## src/sv/cta_pkg.sv

```systemverilog
// Package for the countdown timer: types, codes and constants.
// No dependencies.
package cta_pkg;
  localparam int MelodyDepth = 64;
  localparam int MelAw = $clog2(MelodyDepth);
  localparam int MelWidth = 32;

  typedef enum logic [1:0] {MODE_SETUP = 2'd0, MODE_RUN = 2'd1,
                            MODE_TIMEUP = 2'd2, MODE_EMERG = 2'd3} mode_t;
  typedef enum logic [1:0] {PH_NOTE = 2'd0, PH_GAP = 2'd1, PH_REST = 2'd2} phase_t;
  typedef enum logic [1:0] {REQ_KEY = 2'd0, REQ_TICK = 2'd1,
                            REQ_EMERG = 2'd2, REQ_LOAD = 2'd3} req_t;
  typedef enum logic [2:0] {CFG_MS_TENTH = 3'd0, CFG_TENTHS = 3'd1, CFG_GAP = 3'd2,
                            CFG_REST = 3'd3, CFG_SIR_LO = 3'd4, CFG_SIR_HI = 3'd5,
                            CFG_SIR_STEP = 3'd6, CFG_MEL_LEN = 3'd7} cfg_idx_t;
  typedef enum logic [3:0] {
    S_IDLE, S_EXEC, S_MEM_WAIT, S_NOTE, S_DIV, S_DIVWAIT, S_DISP, S_OUT
  } state_t;

  localparam logic [3:0] KeyStar = 4'd10;
  localparam logic [3:0] KeyHash = 4'd11;
  localparam logic [13:0] MaxSeconds = 14'd9999;
  localparam logic [18:0] ToneNum = 19'd312500;
  localparam logic [15:0] MinFreq = 16'd1220;

  // controller -> datapath
  typedef struct packed {
    logic load_in;   // capture input beat
    logic exec;      // apply the item
    logic note;      // finish note start with fetched entry
    logic div_start; // start tone division
    logic div_apply; // apply tone from quotient
    logic disp_apply;
    logic out_load;
  } cmd_t;
  // datapath -> controller
  typedef struct packed {
    logic need_note;
    logic need_div;
    logic div_done;
  } sts_t;
endpackage

```

## src/sv/cta_ram.sv

```systemverilog
// Generic single-port-write RAM with registered read.
// No dependencies.
module cta_ram #(
  parameter int Width = 32,
  parameter int Depth = 64
) (
  input  logic                     clk,
  input  logic                     we,
  input  logic [$clog2(Depth)-1:0] waddr,
  input  logic [Width-1:0]         wdata,
  input  logic [$clog2(Depth)-1:0] raddr,
  output logic [Width-1:0]         rdata
);
  logic [Width-1:0] mem [Depth];
  always_ff @(posedge clk) begin
    if (we) begin
      mem[waddr] <= wdata;
    end
    rdata <= mem[raddr];
  end
endmodule

```

## src/sv/cta_div.sv

```systemverilog
// Serial restoring divider, one quotient bit a cycle.
// Depends on nothing outside itself.
module cta_div (
  input  logic        clk,
  input  logic        rst_n,
  input  logic        start,
  input  logic [18:0] num,
  input  logic [15:0] den,
  output logic        done,
  output logic [18:0] quo
);
  logic [18:0] q_r, q_nxt;
  logic [16:0] r_r, r_nxt;
  logic [4:0]  cnt_r, cnt_nxt;
  logic        busy_r, busy_nxt, done_r, done_nxt;
  logic [16:0] trial;

  always_comb begin
    q_nxt = q_r;
    r_nxt = r_r;
    cnt_nxt = cnt_r;
    busy_nxt = busy_r;
    done_nxt = 1'b0;
    trial = {r_r[15:0], q_r[18]};
    if (start) begin
      q_nxt = num;
      r_nxt = '0;
      cnt_nxt = 5'd19;
      busy_nxt = 1'b1;
    end else if (busy_r) begin
      if (trial >= {1'b0, den}) begin
        r_nxt = trial - {1'b0, den};
        q_nxt = {q_r[17:0], 1'b1};
      end else begin
        r_nxt = trial;
        q_nxt = {q_r[17:0], 1'b0};
      end
      cnt_nxt = cnt_r - 5'd1;
      if (cnt_r == 5'd1) begin
        busy_nxt = 1'b0;
        done_nxt = 1'b1;
      end
    end
  end

  always_ff @(posedge clk) begin
    if (!rst_n) begin
      busy_r <= 1'b0;
      done_r <= 1'b0;
      cnt_r <= '0;
    end else begin
      busy_r <= busy_nxt;
      done_r <= done_nxt;
      cnt_r <= cnt_nxt;
    end
    q_r <= q_nxt;
    r_r <= r_nxt;
  end

  assign done = done_r;
  assign quo = q_r;
endmodule

```

## src/sv/cta_ctrl.sv

```systemverilog
// Controller state machine sequencing one item through the datapath.
// Depends on cta_pkg.
module cta_ctrl (
  input  logic             clk,
  input  logic             rst_n,
  input  logic             in_valid,
  output logic             in_stall,
  input  logic             out_full,
  input  cta_pkg::sts_t    sts,
  output cta_pkg::cmd_t    cmd
);
  cta_pkg::state_t state_r, state_nxt;

  // next state
  always_comb begin
    state_nxt = state_r;
    unique case (state_r)
      cta_pkg::S_IDLE:     if (in_valid) state_nxt = cta_pkg::S_EXEC;
      cta_pkg::S_EXEC: begin
        if (sts.need_note) state_nxt = cta_pkg::S_MEM_WAIT;
        else if (sts.need_div) state_nxt = cta_pkg::S_DIV;
        else state_nxt = cta_pkg::S_DISP;
      end
      cta_pkg::S_MEM_WAIT: state_nxt = cta_pkg::S_NOTE;
      cta_pkg::S_NOTE:
        state_nxt = sts.need_div ? cta_pkg::S_DIV : cta_pkg::S_DISP;
      cta_pkg::S_DIV:      state_nxt = cta_pkg::S_DIVWAIT;
      cta_pkg::S_DIVWAIT:  if (sts.div_done) state_nxt = cta_pkg::S_DISP;
      cta_pkg::S_DISP:     state_nxt = cta_pkg::S_OUT;
      cta_pkg::S_OUT:      if (!out_full) state_nxt = cta_pkg::S_IDLE;
      default:             state_nxt = cta_pkg::S_IDLE;
    endcase
  end

  // outputs
  always_comb begin
    cmd = '0;
    in_stall = 1'b1;
    unique case (state_r)
      cta_pkg::S_IDLE: begin
        in_stall = 1'b0;
        cmd.load_in = in_valid;
      end
      cta_pkg::S_EXEC:     cmd.exec = 1'b1;
      cta_pkg::S_NOTE:     cmd.note = 1'b1;
      cta_pkg::S_DIV:      cmd.div_start = 1'b1;
      cta_pkg::S_DIVWAIT:  cmd.div_apply = sts.div_done;
      cta_pkg::S_DISP:     cmd.disp_apply = 1'b1;
      cta_pkg::S_OUT:      cmd.out_load = !out_full;
      default: ;
    endcase
  end

  always_ff @(posedge clk) begin
    if (!rst_n) state_r <= cta_pkg::S_IDLE;
    else state_r <= state_nxt;
  end
endmodule

```

## src/sv/cta_dp.sv

```systemverilog
// Datapath: timer state, melody store, tone divider, output register.
// Depends on cta_pkg, cta_ram, cta_div.
module cta_dp (
  input  logic          clk,
  input  logic          rst_n,
  input  cta_pkg::cmd_t cmd,
  output cta_pkg::sts_t sts,
  output logic          out_full,
  input  logic [1:0]    in_req_type,
  input  logic [3:0]    in_key_code,
  input  logic [5:0]    in_entry_index,
  input  logic [15:0]   in_entry_freq_hz,
  input  logic [15:0]   in_entry_duration_ms,
  input  logic          cfg_valid,
  input  logic [2:0]    cfg_index,
  input  logic [15:0]   cfg_data,
  output logic          out_valid,
  input  logic          out_stall,
  output logic [1:0]    out_mode,
  output logic [13:0]   out_seconds_left,
  output logic [7:0]    out_minutes_shown,
  output logic [5:0]    out_seconds_shown,
  output logic [7:0]    out_tone_period,
  output logic [6:0]    out_tone_duty
);
  // config registers
  logic [9:0]  ms_tenth_r;
  logic [3:0]  tenths_r;
  logic [15:0] gap_r, rest_r, sir_lo_r, sir_hi_r, sir_step_r;
  logic [6:0]  mel_len_r;

  always_ff @(posedge clk) begin
    if (!rst_n) begin
      ms_tenth_r <= 10'd100;
      tenths_r <= 4'd10;
      gap_r <= 16'd30;
      rest_r <= 16'd1000;
      sir_lo_r <= 16'd1500;
      sir_hi_r <= 16'd2500;
      sir_step_r <= 16'd400;
      mel_len_r <= 7'd62;
    end else if (cfg_valid) begin
      unique case (cta_pkg::cfg_idx_t'(cfg_index))
        cta_pkg::CFG_MS_TENTH: ms_tenth_r <= cfg_data[9:0];
        cta_pkg::CFG_TENTHS:   tenths_r <= cfg_data[3:0];
        cta_pkg::CFG_GAP:      gap_r <= cfg_data;
        cta_pkg::CFG_REST:     rest_r <= cfg_data;
        cta_pkg::CFG_SIR_LO:   sir_lo_r <= cfg_data;
        cta_pkg::CFG_SIR_HI:   sir_hi_r <= cfg_data;
        cta_pkg::CFG_SIR_STEP: sir_step_r <= cfg_data;
        cta_pkg::CFG_MEL_LEN:  mel_len_r <= cfg_data[6:0];
        default: ;
      endcase
    end
  end

  // captured input beat
  logic [1:0]  req_r;
  logic [3:0]  key_r;
  logic [5:0]  idx_r;
  logic [31:0] ent_r;
  always_ff @(posedge clk) begin
    if (cmd.load_in) begin
      req_r <= in_req_type;
      key_r <= in_key_code;
      idx_r <= in_entry_index;
      ent_r <= {in_entry_freq_hz, in_entry_duration_ms};
    end
  end

  // timer state
  cta_pkg::mode_t  mode_r, mode_nxt;
  cta_pkg::phase_t ph_r, ph_nxt;
  logic [13:0] secs_r, secs_nxt;
  logic [9:0]  ms_r, ms_nxt, ms_inc;
  logic [3:0]  tn_r, tn_nxt, tn_inc;
  logic [6:0]  pos_r, pos_nxt;
  logic [15:0] left_r, left_nxt;
  logic        hi_r, hi_nxt;
  logic [7:0]  per_r, per_nxt;
  logic [6:0]  duty_r, duty_nxt;
  logic        need_note_r, need_note_nxt, need_div_r, need_div_nxt;
  logic [15:0] freq_r, freq_nxt;
  logic [6:0]  eff_len;
  logic [17:0] mul10;

  // melody store
  logic [31:0] rdata;
  logic        mem_we;
  assign mem_we = cmd.exec && (req_r == cta_pkg::REQ_LOAD);
  cta_ram #(.Width(cta_pkg::MelWidth), .Depth(cta_pkg::MelodyDepth)) u_ram (
    .clk(clk), .we(mem_we), .waddr(idx_r[cta_pkg::MelAw-1:0]), .wdata(ent_r),
    .raddr(pos_r[cta_pkg::MelAw-1:0]), .rdata(rdata)
  );

  // tone divider: 312500 / f
  logic        dv_start;
  logic [18:0] dv_num, dv_quo;
  logic [15:0] dv_den;
  logic        dv_done;
  assign dv_start = cmd.div_start;
  assign dv_num = cta_pkg::ToneNum;
  assign dv_den = freq_r;
  cta_div u_div (.clk(clk), .rst_n(rst_n), .start(dv_start), .num(dv_num),
                 .den(dv_den), .done(dv_done), .quo(dv_quo));

  always_comb begin
    eff_len = mel_len_r;
    if (eff_len == 7'd0) eff_len = 7'd1;
    if (eff_len > 7'(cta_pkg::MelodyDepth)) eff_len = 7'(cta_pkg::MelodyDepth);
  end

  assign mul10 = {1'b0, secs_r, 3'd0} + {3'd0, secs_r, 1'b0} + {14'd0, key_r};
  assign ms_inc = ms_r + 10'd1;
  assign tn_inc = tn_r + 4'd1;

  // item execution; tone requests set freq and flags, finished later
  always_comb begin
    mode_nxt = mode_r; ph_nxt = ph_r; secs_nxt = secs_r; ms_nxt = ms_r;
    tn_nxt = tn_r; pos_nxt = pos_r; left_nxt = left_r; hi_nxt = hi_r;
    per_nxt = per_r; duty_nxt = duty_r; freq_nxt = freq_r;
    need_note_nxt = need_note_r; need_div_nxt = need_div_r;
    if (cmd.exec) begin
      need_note_nxt = 1'b0;
      need_div_nxt = 1'b0;
      unique case (cta_pkg::req_t'(req_r))
        cta_pkg::REQ_KEY: begin
          if (mode_r == cta_pkg::MODE_SETUP) begin
            if (key_r <= 4'd9) begin
              secs_nxt = (mul10 > {4'd0, cta_pkg::MaxSeconds}) ? cta_pkg::MaxSeconds
                                                                  : mul10[13:0];
            end else if (key_r == cta_pkg::KeyHash) begin
              if (secs_r != 14'd0) begin
                mode_nxt = cta_pkg::MODE_RUN; tn_nxt = '0; ms_nxt = '0;
              end
            end else if (key_r == cta_pkg::KeyStar) begin
              secs_nxt = '0;
            end
          end else if (mode_r != cta_pkg::MODE_RUN && key_r == cta_pkg::KeyStar) begin
            mode_nxt = cta_pkg::MODE_SETUP;
            duty_nxt = '0;
          end
        end
        cta_pkg::REQ_TICK: begin
          if (mode_r == cta_pkg::MODE_RUN) begin
            ms_nxt = ms_inc;
            if (ms_inc >= ms_tenth_r) begin
              ms_nxt = '0;
              tn_nxt = tn_inc;
              if (tn_inc >= tenths_r) begin
                tn_nxt = '0;
                if (secs_r != 14'd0) secs_nxt = secs_r - 14'd1;
              end
            end
            if (secs_nxt == 14'd0) begin
              mode_nxt = cta_pkg::MODE_TIMEUP;
              pos_nxt = '0;
              need_note_nxt = 1'b1;
            end
          end else if (mode_r != cta_pkg::MODE_SETUP) begin
            if (left_r > 16'd1) begin
              left_nxt = left_r - 16'd1;
            end else if (mode_r == cta_pkg::MODE_TIMEUP) begin
              unique case (ph_r)
                cta_pkg::PH_NOTE: begin
                  ph_nxt = cta_pkg::PH_GAP; left_nxt = gap_r; duty_nxt = '0;
                end
                cta_pkg::PH_GAP: begin
                  pos_nxt = pos_r + 7'd1;
                  if (pos_nxt >= eff_len) begin
                    ph_nxt = cta_pkg::PH_REST; left_nxt = rest_r; duty_nxt = '0;
                  end else begin
                    need_note_nxt = 1'b1;
                  end
                end
                default: begin
                  pos_nxt = '0;
                  need_note_nxt = 1'b1;
                end
              endcase
            end else begin
              hi_nxt = !hi_r;
              left_nxt = sir_step_r;
              freq_nxt = hi_r ? sir_lo_r : sir_hi_r;
              need_div_nxt = 1'b1;
            end
          end
        end
        cta_pkg::REQ_EMERG: begin
          if (mode_r != cta_pkg::MODE_EMERG) begin
            mode_nxt = cta_pkg::MODE_EMERG; secs_nxt = '0; ms_nxt = '0; tn_nxt = '0;
            hi_nxt = 1'b0; left_nxt = sir_step_r; freq_nxt = sir_lo_r;
            need_div_nxt = 1'b1;
          end
        end
        default: ;
      endcase
    end
    // fetched entry starts a note
    if (cmd.note) begin
      ph_nxt = cta_pkg::PH_NOTE;
      left_nxt = rdata[15:0];
      freq_nxt = rdata[31:16];
      need_div_nxt = 1'b1;
    end
    // low frequency only mutes; else take quotient
    if (cmd.div_start && freq_r < cta_pkg::MinFreq) begin
      duty_nxt = '0;
    end
    if (cmd.div_apply && freq_r >= cta_pkg::MinFreq) begin
      per_nxt = (dv_quo - 19'd1 > 19'd255) ? 8'd255 : 8'(dv_quo - 19'd1);
      duty_nxt = per_nxt[7:1];
    end
  end

  always_ff @(posedge clk) begin
    if (!rst_n) begin
      mode_r <= cta_pkg::MODE_SETUP; ph_r <= cta_pkg::PH_NOTE;
      secs_r <= '0; ms_r <= '0; tn_r <= '0; pos_r <= '0; left_r <= '0;
      hi_r <= 1'b0; per_r <= 8'd255; duty_r <= '0; freq_r <= '0;
      need_note_r <= 1'b0; need_div_r <= 1'b0;
    end else begin
      mode_r <= mode_nxt; ph_r <= ph_nxt; secs_r <= secs_nxt; ms_r <= ms_nxt;
      tn_r <= tn_nxt; pos_r <= pos_nxt; left_r <= left_nxt; hi_r <= hi_nxt;
      per_r <= per_nxt; duty_r <= duty_nxt; freq_r <= freq_nxt;
      need_note_r <= need_note_nxt; need_div_r <= need_div_nxt;
    end
  end

  assign sts.need_note = need_note_nxt;
  assign sts.need_div = need_div_nxt;
  assign sts.div_done = dv_done;

  // minutes/seconds split: x/60 = (x * 17477) >> 20, exact for x below 23831
  logic [28:0] min_prod;
  logic [7:0]  min_calc;
  logic [13:0] sec_calc;
  assign min_prod = {15'd0, secs_r} * 29'd17477;
  assign min_calc = min_prod[27:20];
  assign sec_calc = secs_r - {6'd0, min_calc} * 14'd60;

  // display values and output register
  logic [7:0] min_r;
  logic [5:0] sec_r;
  always_ff @(posedge clk) begin
    if (cmd.disp_apply) begin
      min_r <= min_calc;
      sec_r <= sec_calc[5:0];
    end
  end

  logic vld_r;
  always_ff @(posedge clk) begin
    if (!rst_n) vld_r <= 1'b0;
    else if (cmd.out_load) vld_r <= 1'b1;
    else if (!out_stall) vld_r <= 1'b0;
    if (cmd.out_load) begin
      out_mode <= mode_r;
      out_seconds_left <= secs_r;
      out_minutes_shown <= min_r;
      out_seconds_shown <= sec_r;
      out_tone_period <= per_r;
      out_tone_duty <= duty_r;
    end
  end
  assign out_valid = vld_r;
  assign out_full = vld_r && out_stall;
endmodule

```

## src/sv/countdown_timer_with_alarm_tones_core.sv

```systemverilog
// Countdown timer with PWM alarm tones. One item at a time: an accepted beat
// passes EXEC, DISP and OUT; one that sets a tone also passes DIV and DIVWAIT
// (the shared one-bit-per-cycle divider computes 312500/f), and one that also
// starts a melody note passes MEM_WAIT and NOTE first for the RAM read. The
// minutes/seconds split is a reciprocal multiply and adds no wait. The output
// register lets the next item in once the result is loaded; a stalled result
// holds off only the next item's load. Depends on cta_pkg, cta_ctrl, cta_dp.
module countdown_timer_with_alarm_tones_core (
  input  logic        clk,
  input  logic        rst_n,
  input  logic        in_valid,
  output logic        in_stall,
  input  logic [1:0]  in_req_type,
  input  logic [3:0]  in_key_code,
  input  logic [5:0]  in_entry_index,
  input  logic [15:0] in_entry_freq_hz,
  input  logic [15:0] in_entry_duration_ms,
  input  logic        cfg_valid,
  output logic        cfg_ready,
  input  logic [2:0]  cfg_index,
  input  logic [15:0] cfg_data,
  output logic        out_valid,
  input  logic        out_stall,
  output logic [1:0]  out_mode,
  output logic [13:0] out_seconds_left,
  output logic [7:0]  out_minutes_shown,
  output logic [5:0]  out_seconds_shown,
  output logic [7:0]  out_tone_period,
  output logic [6:0]  out_tone_duty
);
  cta_pkg::cmd_t cmd;
  cta_pkg::sts_t sts;
  logic out_full;

  assign cfg_ready = 1'b1;

  cta_ctrl u_ctrl (.clk(clk), .rst_n(rst_n), .in_valid(in_valid), .in_stall(in_stall),
                   .out_full(out_full), .sts(sts), .cmd(cmd));

  cta_dp u_dp (
    .clk(clk), .rst_n(rst_n), .cmd(cmd), .sts(sts), .out_full(out_full),
    .in_req_type(in_req_type), .in_key_code(in_key_code),
    .in_entry_index(in_entry_index), .in_entry_freq_hz(in_entry_freq_hz),
    .in_entry_duration_ms(in_entry_duration_ms),
    .cfg_valid(cfg_valid), .cfg_index(cfg_index), .cfg_data(cfg_data),
    .out_valid(out_valid), .out_stall(out_stall), .out_mode(out_mode),
    .out_seconds_left(out_seconds_left), .out_minutes_shown(out_minutes_shown),
    .out_seconds_shown(out_seconds_shown), .out_tone_period(out_tone_period),
    .out_tone_duty(out_tone_duty)
  );
endmodule

```

## config.mk

```make
export PLATFORM = sky130hd
export DESIGN_NAME = countdown_timer_with_alarm_tones_core
export DESIGN_NICKNAME = d
export VERILOG_FILES = /design/src/sv/cta_pkg.sv /design/src/sv/cta_ram.sv /design/src/sv/cta_div.sv /design/src/sv/cta_ctrl.sv /design/src/sv/cta_dp.sv /design/src/sv/countdown_timer_with_alarm_tones_core.sv
export SDC_FILE = /design/constraint.sdc
export NUM_CORES = 2
export LEC_CHECK = 0
export BUFFER_PORTS_ARGS = -buffer_cell sky130_fd_sc_hd__buf_2
export CAP_MARGIN = 5
export CELL_PAD_IN_SITES_DETAIL_PLACEMENT = 1
export CELL_PAD_IN_SITES_GLOBAL_PLACEMENT = 1
export CORE_ASPECT_RATIO = 1.75
export CORE_MARGIN = 2
export CORE_UTILIZATION = 40
export CTS_BUF_LIST = sky130_fd_sc_hd__clkbuf_8
export DETAILED_ROUTE_END_ITERATION = 10
export PLACE_DENSITY_LB_ADDON = 0.25
export SYNTH_ARGS = -nofsm -noshare
export SYNTH_HDL_FRONTEND = slang
export SYNTH_HIERARCHICAL = 1
export SYNTH_SLANG_ARGS = --single-unit
```

## constraint.sdc

```tcl
create_clock -name clk -period 17.7 [get_ports clk]
set_input_delay 3.54 -clock clk [delete_from_list [all_inputs] [get_ports clk]]
set_output_delay 3.54 -clock clk [all_outputs]
set_load 0.02 [all_outputs]
```

==> impl_results.md <==
- Status: complete, no violations
- Initial antenna violation count: 13
- TritonRoute pass-1 iters: 7
- Initial DRC count: 3889
- Cell taking the most area after synthesis: edfxtp_1
- Root buf cell: clkbuf_8
- Final Cycle Share: 36.7%
- CORE AREA: 246000 sq um
- Maxcap violations: 0
- Register area share after synthesis: 71.1%
- Commonest cells post-synth: edfxtp_1, mux4_2, nand2_1
- Synth top area share: 66.1%
- RePlAce Congestion: 0.807
- Skew final: 0.0617 ns
- Hold path depth: 0
- Via count: 53800
- WHS Endpoint: u_dp/out_minutes_shown[6]
- DIE AREA: 251000 sq um
- Final setup violation count: 0
- Crit Path Category: reg -> reg
- Top-Level Pins: 116
- Routed len/inst: 28.8 um
- CTS H-Tree Depth: 5
- Avg Vias per Cell: 5.63
- Setup TNS: 0 ns
- Post-cts sizing count: 0
- CTS clock-pin slew for the worst setup and hold paths: 0.06 ns
- Area growth, synth to finish: 11.9%
- Reg-to-reg startpoint: u_dp/secs_r[11]
- Detail Route Antenna Nets: 0
- Avg Cell Area, Syn: 17.5 sq um
- Hold Path Class: reg -> reg
- FF+latch count, synth: 2419
- Main synth FF type: edfxtp_1
- Post-DP HPWL: 170000 um
- Rel. slew slack: 10.1%
- Clock Latency Late Sink: 1.00 ns
- Reg-to-Reg End: u_dp/sec_r[5]
- Die W: 379 um
- Ranking of synthesized cells by area: edfxtp_1, mux4_2, dfxtp_1, mux2i_1, ha_1
- Min setup slack post-route: 11.20 ns
- Minimum clock period: 6.50 ns
- Reg2Reg Setup Slack: 11.20 ns
- CTS Buffer Depth: 4
- Die extent in y: 661 um
- Crit start category: flop
- Critical path arrival: 7.23 ns
- Placement row count: 241
- Synth cell types: 103
- Final Net Count: 6248
- Worst Tran Pin Value: 1.35 ns
- Post-synth EDFFs: 2170
- CTS tree: done
- Async set or reset register ratio after synthesis: 0%
- Vias in the first global route: 58800
- Fmax: 154 MHz
- CTS buffer count: 363
- Layout Cells excl Fill: 9565
- Synthesized netlist cell count: 5640
- Final wirelength: 276000 um
- First-pass GRT wire length: 403000 um
- Clock sink count: 2419
- Setup bufs post-CTS: 0
- Mapped Area: 98600 sq um
- Post-CTS Hold Buffers: 0
- Hold Vio Cnt, Final: 0
- Proportion of layout cells with a drive suffix above 1: 21.2%
- RSZ-0062 raised after global routing: no
- Most numerous cell in the Yosys netlist: edfxtp_1
- DRC viols: 0
- Placed cell count: 8908
- Pre-CTS setup slack: 11.14 ns
- Worst Path Required: 18.43 ns
- Hold_sp: u_dp/min_r[6]
- Initial core utilization: 40.1%
- Setup crit end kind: flop
- GR Overflow Total: 0
- Pwr Density: 108 nW/um^2
- Largest net degree at the start of global routing: 103
- Tot Pwr: 11.9 mW
- Max FO, Critical Path: 11
- Ys Warns: 6
- Leak Pwr: 35.3 nW
- # port buffers: 114
- Global Route Usage Sum: 22.0%
- Reg2Reg Depth: 21
- Max Slew Vio Count: 0
- Util after Layout: 44.9%
- Worst VDD drop: 57.5 uV
[cells by family (layout without fill, tap and decap cells)]
logic type | after synthesis | count (layout) | share of synthesized area (%)
other | 3 | 23 | 0.0114
adders and majority gates | 187 | 187 | 2.55
muxes | 684 | 684 | 12.6
DFF | 2419 | 2419 | 71.1
xor gates and xnor gates | 82 | 82 | 0.728
AOI/OAI and AO/OA | 835 | 835 | 5.91
and+or+nand+nor | 989 | 989 | 4.78
buffers and inverters | 441 | 1066 | 2.27
[registers in the layout, indices dropped and copies added, names as in the netlist, 19 cells and up]
register          count
u_dp/u_div/quo       19
u_dp/ent_r           32
u_dp/u_ram/rdata     32
u_dp/u_ram/mem     2048
[layout make-up]
type | instances | area, sq um
fill | 23600 | 135000
sequential | 2419 | 70200
clock buffer | 379 | 5220
antenna | 3 | 7.51
tap | 3280 | 4100
inverter | 126 | 473
multi-input combinational | 2797 | 26900
timing repair buffer | 286 | 1890
clock inverter | 275 | 1620
[metrics by stage]
step                area [sq um]  hold WS (ns)
finish                    110000         0.395
global placement          104000         0.408
global route              110000         0.404
floorplan                  98700         0.400
CTS                       110000         0.388
detailed placement        104000         0.406
[metal layers]
layer / GRT usage (%) / share of wire, % / vias up
li1: - / - / 23200
met1: 24.8 / 37 / 28700
met2: 42.0 / 56 / 1409
met3: 2.91 / 4.2 / 499
met4: 7.51 / 3.4 / 2
met5: 0 / 0.0025 / -
[report_power, final]
group          internal [mW]  switching (mW)
Sequential              6.35          0.0644
Combinational          0.344           0.693
Clock                   2.22            2.22
Total                   8.91            2.97
[worst max-delay path by stage]
stage	slack (ns)	cells after the start	endpoint	start
2_1_floorplan	11.66	2	u_dp/out_minutes_shown[0]	out_stall
3_3_place_gp	11.19	22	u_dp/sec_r[5]	u_dp/secs_r[7]
3_5_place_dp	11.14	22	u_dp/sec_r[5]	u_dp/secs_r[7]
4_1_cts	11.18	22	u_dp/sec_r[5]	u_dp/secs_r[7]
5_1_grt	10.71	22	u_dp/sec_r[5]	u_dp/secs_r[7]
6_report	11.20	21	u_dp/sec_r[5]	u_dp/secs_r[11]
[worst max-delay path: stages, from the launching register on]
cell	delay, ns
dfxtp_1	0.62
ha_1	0.35
fa_1	0.49
fa_1	0.51
fa_1	0.46
fa_1	0.46
ha_1	0.31
nand2_1	0.07
o21ai_0	0.32
nor2_1	0.08
a21oi_1	0.49
o21ai_0	0.22
inv_1	0.09
nor2_1	0.05
ha_1	0.34
ha_1	0.31
ha_1	0.31
inv_1	0.05
ha_1	0.31
a21oi_1	0.18
xnor2_1	0.15
xnor2_1	0.10
[cell usage in the layout, fill, tap and decap left out, types with 23 or more instances in the layout]
master,count
edfxtp_1,2170
mux4_2,446
clkbuf_8,379
nand2_1,340
inv_1,254
dfxtp_1,244
mux2i_1,216
buf_4,171
ha_1,163
nor2_1,152
nand3_1,134
a22oi_1,129
o21ai_0,128
a21oi_1,123
buf_2,113
a21boi_0,79
clkinv_1,72
nor2_4,68
nor2b_1,58
o22ai_1,55
xnor2_1,52
a31oi_1,43
nor3_1,40
a211oi_1,38
clkinv_2,34
xor2_1,30
a311oi_1,30
nand2b_1,29
fa_1,24
o211ai_1,23
Note: power is estimated with default switching activity, not from simulation.
